[src/rtl/core/hsi2rgb_pkg.sv]
`default_nettype none

package hsi2rgb_pkg;

    // Fixed field widths of the pixel beats.
    localparam int SAT_W  = 9;
    localparam int INT_W  = 9;
    localparam int CHAN_W = 8;

    // Product of intensity and saturation fits in this many bits (511 * 256).
    localparam int IS_W = 17;

    // Scale of intensity times the 1/256 saturation step, before the hue fraction.
    localparam int SCALE_SHIFT = 16;

    // Saturation of one full unit; larger codes are clamped to it.
    localparam logic [SAT_W-1:0] FULL_SAT = 9'd256;

    // Largest channel code.
    localparam logic [CHAN_W-1:0] CHAN_MAX = 8'hFF;

    // Hue sectors, named after the color that starts and ends each one.
    typedef enum logic [2:0] {
        SEC_RY = 3'd0,
        SEC_YG = 3'd1,
        SEC_GC = 3'd2,
        SEC_CB = 3'd3,
        SEC_BM = 3'd4,
        SEC_MR = 3'd5
    } t_sector;

endpackage

`default_nettype wire

[src/rtl/core/hsi2rgb_round.sv]
`default_nettype none

module hsi2rgb_round #(
    parameter int HUE_BITS = 12
) (
    input  wire logic [hsi2rgb_pkg::IS_W+HUE_BITS-1:0] i_level,
    output logic [hsi2rgb_pkg::CHAN_W-1:0]             o_chan
);
    import hsi2rgb_pkg::*;

    localparam int VW = IS_W + HUE_BITS;
    localparam int FS = SCALE_SHIFT + HUE_BITS;
    localparam int SW = VW + CHAN_W;
    localparam logic [SW-1:0] HALF = SW'(1) << (FS - 1);

    logic [SW-1:0] w_scaled;
    logic [SW-FS-1:0] w_quot;

    // Level times 255 is a shift and a subtract, then round half up.
    always_comb begin
        w_scaled = ({i_level, {CHAN_W{1'b0}}} - {{CHAN_W{1'b0}}, i_level}) + HALF;
        w_quot   = w_scaled[SW-1:FS];
    end

    // Levels above full scale saturate at the top code.
    assign o_chan = w_quot[SW-FS-1] ? CHAN_MAX : w_quot[CHAN_W-1:0];

endmodule

`default_nettype wire

[src/rtl/core/hsi_to_rgb_sector_converter.sv]
`default_nettype none

// HSI to RGB pixel converter.
// The slave channel takes one hue, saturation and intensity triple per beat;
// the master side returns one pixel of three 8-bit channels per beat, in the same order.
// Hue is a fraction of a turn in HUE_BITS bits; saturation and intensity run
// from 0 to 256 in steps of 1/256. Saturation above 256 is clamped; intensity
// above 256 is used as given and the channels saturate at 255.
// The datapath is a four-stage pipeline: sector split and intensity times
// saturation, the hue-offset multiply, the per-sector channel select, and the
// rounding into the output register. Each stage is registered, and one beat
// can be taken every cycle, since every stage hands its beat on at each edge
// it is not stalled. Each stage holds its beat while the next one is full and
// stalled, so a stall on the master side loses nothing. Bubbles inside the
// pipeline still let new beats in, so the slave side stays ready until every
// stage is full. Reset clears the valid bits of all stages, so no pixel is
// invented.
module hsi_to_rgb_sector_converter #(
    parameter int HUE_BITS = 12,
    localparam int IN_TDATA_W =
        ((HUE_BITS + hsi2rgb_pkg::SAT_W + hsi2rgb_pkg::INT_W + 7) / 8) * 8
) (
    input  wire logic                               i_clk,
    input  wire logic                               i_rst_n,
    input  wire logic                               i_s_tvalid,
    output logic                                    o_s_tready,
    // hue_turn, saturation, intensity_level, zero fill
    input  wire logic [IN_TDATA_W-1:0]              i_s_tdata,
    output logic                                    o_m_tvalid,
    input  wire logic                               i_m_tready,
    // red_out, green_out, blue_out
    output logic [3*hsi2rgb_pkg::CHAN_W-1:0]        o_m_tdata
);
    import hsi2rgb_pkg::*;

    localparam int VW = IS_W + HUE_BITS;
    localparam int H6_W = HUE_BITS + 3;

    // Input fields.
    logic [HUE_BITS-1:0] w_hue;
    logic [SAT_W-1:0]    w_sat;
    logic [INT_W-1:0]    w_int;
    logic [SAT_W-1:0]    w_sat_c;
    logic [H6_W-1:0]     w_h6;
    logic [SAT_W+INT_W-1:0] w_is_full;

    assign w_hue = i_s_tdata[HUE_BITS-1:0];
    assign w_sat = i_s_tdata[HUE_BITS+SAT_W-1:HUE_BITS];
    assign w_int = i_s_tdata[HUE_BITS+SAT_W+INT_W-1:HUE_BITS+SAT_W];

    // Stage enables: a stage loads when it is empty or its successor moves.
    logic w_en1, w_en2, w_en3, w_en4;

    // Stage registers.
    logic                r1_v;
    t_sector             r1_sector;
    logic [HUE_BITS-1:0] r1_off;
    logic [INT_W-1:0]    r1_int;
    logic [IS_W-1:0]     r1_is;

    logic                r2_v;
    t_sector             r2_sector;
    logic [IS_W-1:0]     r2_top;
    logic [IS_W-1:0]     r2_low;
    logic [VW-1:0]       r2_prod;

    logic                r3_v;
    logic [VW-1:0]       r3_r;
    logic [VW-1:0]       r3_g;
    logic [VW-1:0]       r3_b;

    logic                r4_v;
    logic [3*CHAN_W-1:0] r4_data;

    // Next values.
    logic [IS_W-1:0] n_top;
    logic [VW-1:0]   n_prod;
    logic [VW-1:0]   w_top_l, w_low_l, w_rise, w_fall;
    logic [VW-1:0]   n_r, n_g, n_b;
    logic [CHAN_W-1:0] w_red, w_green, w_blue;

    // Ready chain from the output back to the input.
    always_comb begin
        w_en4 = !r4_v || i_m_tready;
        w_en3 = !r3_v || w_en4;
        w_en2 = !r2_v || w_en3;
        w_en1 = !r1_v || w_en2;
    end

    assign o_s_tready = w_en1;
    assign o_m_tvalid = r4_v;
    assign o_m_tdata  = r4_data;

    // Valid bits travel with the beats.
    always_ff @(posedge i_clk) begin
        if (!i_rst_n) begin
            r1_v <= 1'b0;
            r2_v <= 1'b0;
            r3_v <= 1'b0;
            r4_v <= 1'b0;
        end else begin
            if (w_en1) r1_v <= i_s_tvalid;
            if (w_en2) r2_v <= r1_v;
            if (w_en3) r3_v <= r2_v;
            if (w_en4) r4_v <= r3_v;
        end
    end

    // Stage 1: clamp saturation, split hue times six, intensity times saturation.
    always_comb begin
        w_sat_c   = (w_sat > FULL_SAT) ? FULL_SAT : w_sat;
        w_h6      = {1'b0, w_hue, 2'b00} + {2'b00, w_hue, 1'b0};
        w_is_full = w_int * w_sat_c;
    end

    always_ff @(posedge i_clk) begin
        if (w_en1) begin
            r1_sector <= t_sector'(w_h6[H6_W-1:HUE_BITS]);
            r1_off    <= w_h6[HUE_BITS-1:0];
            r1_int    <= w_int;
            r1_is     <= w_is_full[IS_W-1:0];
        end
    end

    // Stage 2: full and low levels, and the ramp span times the hue offset.
    always_comb begin
        n_top  = {r1_int, 8'h00};
        n_prod = r1_is * r1_off;
    end

    always_ff @(posedge i_clk) begin
        if (w_en2) begin
            r2_sector <= r1_sector;
            r2_top    <= n_top;
            r2_low    <= n_top - r1_is;
            r2_prod   <= n_prod;
        end
    end

    // Stage 3: form the two ramps and route levels by sector.
    always_comb begin
        w_top_l = {r2_top, {HUE_BITS{1'b0}}};
        w_low_l = {r2_low, {HUE_BITS{1'b0}}};
        w_rise  = w_low_l + r2_prod;
        w_fall  = w_top_l - r2_prod;
        case (r2_sector)
            SEC_RY: begin
                n_r = w_top_l; n_g = w_rise;  n_b = w_low_l;
            end
            SEC_YG: begin
                n_r = w_fall;  n_g = w_top_l; n_b = w_low_l;
            end
            SEC_GC: begin
                n_r = w_low_l; n_g = w_top_l; n_b = w_rise;
            end
            SEC_CB: begin
                n_r = w_low_l; n_g = w_fall;  n_b = w_top_l;
            end
            SEC_BM: begin
                n_r = w_rise;  n_g = w_low_l; n_b = w_top_l;
            end
            default: begin
                n_r = w_top_l; n_g = w_low_l; n_b = w_fall;
            end
        endcase
    end

    always_ff @(posedge i_clk) begin
        if (w_en3) begin
            r3_r <= n_r;
            r3_g <= n_g;
            r3_b <= n_b;
        end
    end

    // Stage 4: round each channel to a byte into the output register.
    hsi2rgb_round #(.HUE_BITS(HUE_BITS)) u_round_r (.i_level(r3_r), .o_chan(w_red));
    hsi2rgb_round #(.HUE_BITS(HUE_BITS)) u_round_g (.i_level(r3_g), .o_chan(w_green));
    hsi2rgb_round #(.HUE_BITS(HUE_BITS)) u_round_b (.i_level(r3_b), .o_chan(w_blue));

    always_ff @(posedge i_clk) begin
        if (w_en4) begin
            r4_data <= {w_blue, w_green, w_red};
        end
    end

    // The low level never rises above the full level.
    a_low_below_top: assert property (@(posedge i_clk) disable iff (!i_rst_n)
        r2_v |-> (r2_low <= r2_top))
        else $error("low level above full level in stage 2");

    // A middle stage blocked by its successor keeps its beat.
    a_stage2_holds: assert property (@(posedge i_clk) disable iff (!i_rst_n)
        (r2_v && !w_en3) |=> (r2_v && $stable(r2_prod) && $stable(r2_top)))
        else $error("stage 2 beat changed while stalled");

    // An empty first stage always takes a new beat.
    a_bubble_ready: assert property (@(posedge i_clk) disable iff (!i_rst_n)
        !r1_v |-> o_s_tready)
        else $error("input not ready although stage 1 is empty");

endmodule

`default_nettype wire

[config.mk]
export PLATFORM = sky130hd
export DESIGN_NAME = hsi_to_rgb_sector_converter
export DESIGN_NICKNAME = d
export VERILOG_FILES = /design/src/rtl/core/hsi2rgb_pkg.sv /design/src/rtl/core/hsi2rgb_round.sv /design/src/rtl/core/hsi_to_rgb_sector_converter.sv
export SDC_FILE = /design/constraint.sdc
export NUM_CORES = 1
export LEC_CHECK = 0
export BUFFER_PORTS_ARGS = -buffer_cell sky130_fd_sc_hd__clkbuf_2
export CAP_MARGIN = 0
export CELL_PAD_IN_SITES_DETAIL_PLACEMENT = 2
export CELL_PAD_IN_SITES_GLOBAL_PLACEMENT = 2
export CORE_MARGIN = 5
export CORE_UTILIZATION = 35
export DETAILED_ROUTE_END_ITERATION = 8
export PLACE_DENSITY = 0.67
export SETUP_SLACK_MARGIN = 0.5
export SYNTH_ARGS = -nofsm -noshare
export SYNTH_HDL_FRONTEND = slang
export SYNTH_SLANG_ARGS = --single-unit
[constraint.sdc]
create_clock -name i_clk -period 11.4 [get_ports i_clk]
set_input_delay 0 -clock i_clk [delete_from_list [all_inputs] [get_ports i_clk]]
set_output_delay 0 -clock i_clk [all_outputs]
set_load 0.1 [all_outputs]
==> results of run 1 <==
## what timing repair did
action                                 CTS  global route
hold buffers                            34             0
endpoints found under the hold margin   27             0
setup buffers                            0             0
## registers in the layout, summed over array words and instances (netlist names)
name	count
r2_sector	3
r1_v	1
r3_b	28
r1_sector	3
r3_r	28
r1_is	17
o_m_tvalid	1
r2_low	17
r1_off	11
o_m_tdata	24
r2_v	1
r3_g	28
r2_prod	28
r3_v	1
r2_top	9
r1_int	9
## cells in the mapped netlist (5+ instances only)
library cell,instances
a211oi_1,16
a21boi_0,9
a21o_1,28
a21oi_1,102
a222oi_1,8
a22o_1,11
a22oi_1,32
a31oi_1,15
and2_1,143
and3_1,12
buf_1,9
clkbuf_1,70
edfxtp_1,205
fa_1,186
ha_1,299
inv_1,373
mux2_2,5
mux2i_1,12
nand2_1,242
nand2b_1,8
nand3_1,22
nor2_1,135
nor2b_1,29
nor3_1,34
nor4_1,8
o21a_1,21
o21ai_0,81
o21bai_1,16
o22ai_1,12
o31ai_1,8
o41ai_1,5
or3_1,10
xnor2_1,89
xor2_1,30
## tightest hold or removal path, cell delays in order
cell and delay (ps):
clkbuf_2 90, nor2b_1 250, and2_1 210
## cell type report
class | instances | area, um2
fillers | 6979 | 39200
inverters | 376 | 1410
multi-input cells | 1700 | 14600
well taps | 855 | 1070
repair buffers | 105 | 726
clock buffers | 28 | 701
clock inverters | 24 | 255
flip-flops and latches | 209 | 6240
## kinds of logic (layout without fill, tap and decap cells)
| family | count (synthesis) | in the layout | synth area share (%) |
|---|---|---|---|
| AO/OA/AOI/OAI | 409 | 409 | 12.0 |
| XOR/XNOR | 119 | 119 | 4.61 |
| adder cells (fa/ha/maj) | 485 | 485 | 33.0 |
| buffers and inverters | 460 | 533 | 7.70 |
| flip-flops | 209 | 209 | 27.6 |
| multiplexers | 17 | 17 | 0.781 |
| AND/OR/NAND/NOR | 670 | 670 | 14.3 |
## metrics by stage
step / hold slack, ps / util [%] / cells / setup WS (ps)
finish: 151 / 39.0 / 3297 / 5060
global route: 170 / 39.0 / 3297 / 4700
CTS: 121 / 39.0 / 3297 / 4980
detailed placement: 226 / 37.0 / 3211 / 5000
global placement: 214 / 37.0 / 3211 / 5140
floorplan: 98.9 / - / 2369 / 5840
## path summary, 6_finish.rpt
kind | startpoint | end | cells after the start
max reg2reg | r1_is[2] | r2_prod[27] | 19
max | r1_is[2] | r2_prod[27] | 19
min reg2reg | r1_int[5] | r2_top[13] | 0
min | i_s_tdata[12] | r1_is[0] | 3
## metal layers
metal | part of all wire [%] | global-route usage (%) | routed length, um | vias to the layer above
met5 | 0 | 0 | 0 | -
met4 | 2.4 | 4.15 | 1580 | 0
met3 | 2.1 | 1.82 | 1400 | 78
met2 | 52 | 35.9 | 34800 | 179
met1 | 44 | 23.8 | 29200 | 8725
li1 | - | - | - | 8081
==> metrics.log, run 1 <==
INFO  metric first_global_vias = slightly below 20,000
INFO  metric timing.reg2reg.setup_slack = approximately 5100 ps
INFO  metric core_region_area = 0.0642 mm2
INFO  metric hold_viol_final = 0
INFO  metric cp-end-kind = flip-flop
INFO  metric first_pass_grt_wire_length = 108,000 um
INFO  metric post_synth_num_cell_types = 76
INFO  metric num_io_pins = 62
INFO  metric worstPathCellList = nand2_1, fa_1, inv_1, ha_1, inv_1, fa_1, fa_1, fa_1, inv_1, ha_1, nor2b_1, o21ai_0, a21boi_0, o41ai_1, nand2b_1, a31oi_1, a41o_1, o21ba_2, xnor2_1
INFO  metric cts.path.max_buffers = 3
INFO  metric clk_root_buffer_cell = clkbuf_16
INFO  metric layout_overhead_on_the_synthesized_area = 10.8%
INFO  metric critical_path_arrival = 6660 ps
INFO  metric first_pass_iters = 5
INFO  metric post_synthesis_instance_area = 0.0226 mm2
INFO  metric run_status = completed
INFO  metric clkSlewWorstSetupHoldPaths = 60 ps
INFO  metric io_buffers = 59
INFO  metric post_drt_wl_per_cell = 20.3 um
INFO  metric synthTopCellsByArea = edfxtp_1 (27%), ha_1 (17%), fa_1 (16%)
INFO  metric fp.dieArea = roughly 0.070 mm2
INFO  metric routed-via-count = 17,063
INFO  metric cts_made_buffers = 28
INFO  metric min_period_over_period = between 50 and 60%
INFO  metric drtAntennaViolNets = 0
INFO  metric finalInstanceArea = around 0.025 mm2
INFO  metric synth_top_cell_area_share = roughly 27%
INFO  metric diodes = 0
INFO  metric syn-mean-instance-area = about 9.5 um2
INFO  metric routed_wirelength = 66,900 um
INFO  metric worst_setup_path_start_kind = flip-flop
INFO  metric hpwl = 53,500 um
INFO  metric max_slew_headroom_at_the_worst_pin = 22.5%
INFO  metric fin_skew = roughly 36 ps
INFO  metric postSynthRegisterBits = 209
INFO  metric drv_cap = 0
INFO  metric number_of_enable_flip_flop_cells_after_synthesis = 205
INFO  metric floorplan.rows = 93
INFO  metric cts-htree-levels = 1
INFO  metric hold_path.class = in2reg
INFO  metric critical_path.max_fanout = 15
INFO  metric worst_path_max_delay_cell = edfxtp_1
INFO  metric ys_seq_area_share = 27.6%
INFO  metric rsz0062_at_grt = false
INFO  metric worst-slew-pin-transition = 1160 ps
INFO  metric viasPerCell = 5.18
INFO  metric clk_latency = approximately 600 ps
INFO  metric critical_path_s_top_delay_family = adder cells
INFO  metric synth-main-ff-cell = edfxtp_1
INFO  metric max_freq = 0.158 GHz
INFO  metric synth_fp_nets = 2,890
INFO  metric placedInstanceArea = between 0.02 and 0.025 mm2
INFO  metric drt_iter0_drc = 586
INFO  metric gpl.final_weighted_congestion = 0.859
INFO  metric synth_largest_area_cell = edfxtp_1
INFO  metric tritoncts = done
INFO  metric fin_setup_tns = 0 ps
INFO  metric crit_type = reg2reg
INFO  metric finalSetupViolations = 0
INFO  metric crit_path_frequent_cell = fa_1
INFO  metric cts_num_sinks = 209
INFO  metric mostFrequentLayoutCell = inv_1
INFO  metric critical_path_required = 11,710 ps
INFO  metric grt_antenna_before_repair = 1
INFO  metric worstPathBufferInverterCount = 3
INFO  metric grt_remaining_overflow = 0
INFO  metric resize_count_post_cts = 0
INFO  metric initial_core_util = 35.2%
INFO  metric async_flop_share = 0%
INFO  metric fp.dieW = 264 um
INFO  metric synth_warnings = 0
INFO  metric fraction_of_layout_instances_using_a_drive_strength_above_1 = 5.86%
INFO  metric grt.total_usage = 19.1%
INFO  metric layout.cells.most_common_list = inv_1 (372), ha_1 (299), nand2_1 (240), edfxtp_1 (205), fa_1 (186)
INFO  metric fin_nets = about 2,900
INFO  metric slowest_delay = ~930 ps
INFO  metric die_y = 264 um
INFO  metric synth_cells = 2,369
INFO  metric slew_viol_final = 0
INFO  metric final.min_clock_period = 6340 ps
INFO  metric drt_drc_violations_left = 0
INFO  metric grt_start_max_net_pins = 85
Power of run 1 is not shown: default switching activity piles up to over one toggle a cycle in this logic, so the estimate is an artifact.
==> run 2, diff against run 1 <==
--- a/config.mk
+++ b/config.mk
@@ -5,6 +5,7 @@
 export SDC_FILE = /design/constraint.sdc
 export NUM_CORES = 1
 export LEC_CHECK = 0
+export ABC_AREA = 1
 export BUFFER_PORTS_ARGS = -buffer_cell sky130_fd_sc_hd__clkbuf_2
 export CAP_MARGIN = 0
 export CELL_PAD_IN_SITES_DETAIL_PLACEMENT = 2
@@ -12,7 +13,7 @@
 export CORE_MARGIN = 5
 export CORE_UTILIZATION = 35
 export DETAILED_ROUTE_END_ITERATION = 8
-export PLACE_DENSITY = 0.67
+export PLACE_DENSITY = 0.76
 export SETUP_SLACK_MARGIN = 0.5
 export SYNTH_ARGS = -nofsm -noshare
 export SYNTH_HDL_FRONTEND = slang
==> constraint.sdc (replaced) <==
create_clock -name i_clk -period 5.6 [get_ports i_clk]
set_input_delay 0 -clock i_clk [delete_from_list [all_inputs] [get_ports i_clk]]
set_output_delay 0 -clock i_clk [all_outputs]
set_load 0.1 [all_outputs]
==> run 2 against run 1 <==
Effect of this change: first-iteration DRC count is 59% higher; sequential share of layout area is 3.8 points lower; maximum frequency is 26% higher; synthesized area is 15% higher; critical path depth is 1 lower; register-to-register slack worse by 4500 ps; hold slack worse by 110 ps; wire length is 44% higher; setup slack worse by 4500 ps; die area is 15% higher; global-route usage is 4.3 points higher; critical path type unchanged.
==> metrics.log, run 2 <==
INFO  metric timing.hold.worst.start = i_s_tdata[8]
INFO  metric crit_type = reg2reg
INFO  metric slew_viol_final = 0
INFO  metric layout_overhead_on_the_synthesized_area = 13.1%
INFO  metric ys_seq_area_share = 23.9%
INFO  metric synth_warnings = 0
INFO  metric diodes = 0
INFO  metric viasPerCell = 5.08
INFO  metric routed_wirelength = 96,100 um
INFO  metric setup.worst_path.start = r1_is[11]
INFO  metric dpl.cell_count = 4,550
INFO  metric synth_fp_nets = 4,068
INFO  metric mostFrequentLayoutCell = nand2_1
INFO  metric async_flop_share = 0%
INFO  metric fp.dieW = 283 um
INFO  metric first_global_vias = around 27,000
INFO  metric synthTopCellsByArea = edfxtp_1 (24%), nand2_1 (15%), ha_1 (14%)
INFO  metric clk_root_buffer_cell = clkbuf_16
INFO  metric fin_setup_tns = 0 ps
INFO  metric n_fill_cell = slightly below 9,000
INFO  metric grt_start_max_net_pins = 75
INFO  metric min_period_over_period = 90.2%
INFO  metric worstPathCellList = buf_4, nand2_1, inv_1, fa_1, fa_1, fa_1, fa_1, inv_1, fa_1, inv_1, ha_4, nand2_1, nor2_2, nand4_1, o21ai_2, nand3_2, nand3_1, nand2_1
INFO  metric worstPathBufferInverterCount = 4
INFO  metric tritoncts = done
INFO  metric hold_path.class = in2reg
INFO  metric grt.total_usage = 23.5%
INFO  metric critical_path_s_top_delay_family = adder cells
INFO  metric first_pass_iters = 5
INFO  metric worst_path_max_delay_cell = fa_1
INFO  metric post_synthesis_instance_area = 0.0261 mm2
INFO  metric fraction_of_layout_instances_using_a_drive_strength_above_1 = a little over 7%
INFO  metric cts_num_sinks = 209
INFO  metric critical_path_required = 5940 ps
INFO  metric io_buffers = 59
INFO  metric drtAntennaViolNets = 0
INFO  metric slowest_delay = 590 ps
INFO  metric max_freq = 0.198 GHz
INFO  metric max_slew_headroom_at_the_worst_pin = between 20% and 30%
INFO  metric synth_top_cell_area_share = approximately a quarter
INFO  metric initial_core_util = 35.2%
INFO  metric routed-via-count = 23,775
INFO  metric cp-end-kind = flip-flop
INFO  metric grt_use_met2 = 43.6%
INFO  metric rsz0062_at_grt = true
INFO  metric fin_nets = roughly 4,200
INFO  metric num_io_pins = 62
INFO  metric clk_latency = 600 ps
INFO  metric grt_antenna_before_repair = 0
INFO  metric grt_use_met3 = 2.03%
INFO  metric timing.reg2reg.setup_slack = approximately 550 ps
INFO  metric layout.cells.most_common_list = nand2_1 (1,000), inv_1 (788), ha_1 (288), nor2_1 (270), edfxtp_1 (205)
INFO  metric run_status = completed
INFO  metric drt_drc_violations_left = 0
INFO  metric post_synth_num_cell_types = 44
INFO  metric final.min_clock_period = 5050 ps
INFO  metric core_region_area = between 0.07 and 0.08 mm2
INFO  metric crit_path_frequent_cell = fa_1
INFO  metric finalSetupViolations = 0
INFO  metric synth.cells.most_frequent = nand2_1 (1,011), inv_1 (791), ha_1 (299)
INFO  metric synth-main-ff-cell = edfxtp_1
INFO  metric hold_viol_final = 0
INFO  metric syn-mean-instance-area = between 7 and 8 um2
INFO  metric floorplan.rows = 100
INFO  metric reg2reg_from = r1_is[11]
INFO  metric postSynthRegisterBits = 209
INFO  metric number_of_enable_flip_flop_cells_after_synthesis = 205
INFO  metric use_met1 = 29.0%
INFO  metric die_y = 283 um
INFO  metric drv_cap = 0
INFO  metric gpl.final_weighted_congestion = 0.873
INFO  metric cts-htree-levels = 1
INFO  metric cts_made_buffers = 30
INFO  metric fin_skew = between 30 and 40 ps
INFO  metric clkSlewWorstSetupHoldPaths = 60 ps
INFO  metric grt_most_used_layer = met2
INFO  metric cts.path.max_buffers = 3
INFO  metric worst-slew-pin-transition = 1140 ps
INFO  metric synth_cells = around 3,500
INFO  metric hpwl = 77,900 um
INFO  metric critical_path_arrival = 5390 ps
INFO  metric grt_remaining_overflow = 0
INFO  metric final_util = 39.7%
INFO  metric finish.cell_count_without_fillers = 4,680
INFO  metric synth_largest_area_cell = edfxtp_1
INFO  metric critical_path.max_fanout = 6
INFO  metric worst_setup_path_start_kind = flip-flop
INFO  metric yosysMostFrequentCell = nand2_1
INFO  metric drt_iter0_drc = 933
INFO  metric first_pass_grt_wire_length = between 150,000 and 200,000 um
INFO  metric post_drt_wl_per_cell = 20.5 um
INFO  metric fp.dieArea = 0.0801 mm2
[run 2: per-stage QoR]
stage	area (um2)	hold slack [ps]	setup WS, ps
after floorplan	26100	98.9	710
after global placement	27600	226	377
after detailed placement	27600	228	179
after CTS	29200	22.1	489
after global routing	29500	49.8	351
final	29500	43.2	548
[run 2: routing by layer]
layer	up-vias	part of all wire, %
li1	11399	-
met1	11938	43
met2	304	51
met3	134	2.2
met4	0	3.3
met5	-	0
[run 2: worst paths after layout]
kind,endpoint,cells past startpoint
min reg2reg,r2_sector[0],0
max,r2_prod[27],18
min,r1_off[9],3
max reg2reg,r2_prod[27],18
[run 2: cell type report]
class	count	area [um2]	share of cell area [%]
clock buffers	37	798	2.71
clock inverters	17	153	0.518
inverters	804	3020	10.2
multi-input cells	2477	16800	57.0
flip-flops and latches	209	6240	21.1
well taps	969	1210	4.11
repair buffers	167	1250	4.25
[run 2: worst reg2reg max path, delay by kind of cell (launching register included)]
family	cells	cell delay, ps
AO/OA/AOI/OAI	1	280
adder cells (fa/ha/maj)	6	2880
flip-flops	1	520
buffers and inverters	4	410
AND/OR/NAND/NOR	7	740
[run 2: cells by family (layout without fill, tap and decap cells)]
kind of cell	count (synthesis)	in the layout	share of synthesized area, %
AOI/OAI and AO/OA	295	295	6.49
xor gates and xnor gates	78	78	2.62
adders and majority gates	485	485	28.6
buffers and inverters	861	1025	12.5
DFF	209	209	23.9
and+or+nand+nor	1619	1619	25.8
[run 2: timing repair]
item / in CTS / in global routing
hold buffers: 24 / 0
endpoints found under the hold margin: 24 / 0
pin swaps: 2 / 8
setup endpoints to repair: 16 / 16
gates resized for setup: 14 / 47
setup buffers: 42 / 10
Power of run 2 is left out for the same reason.
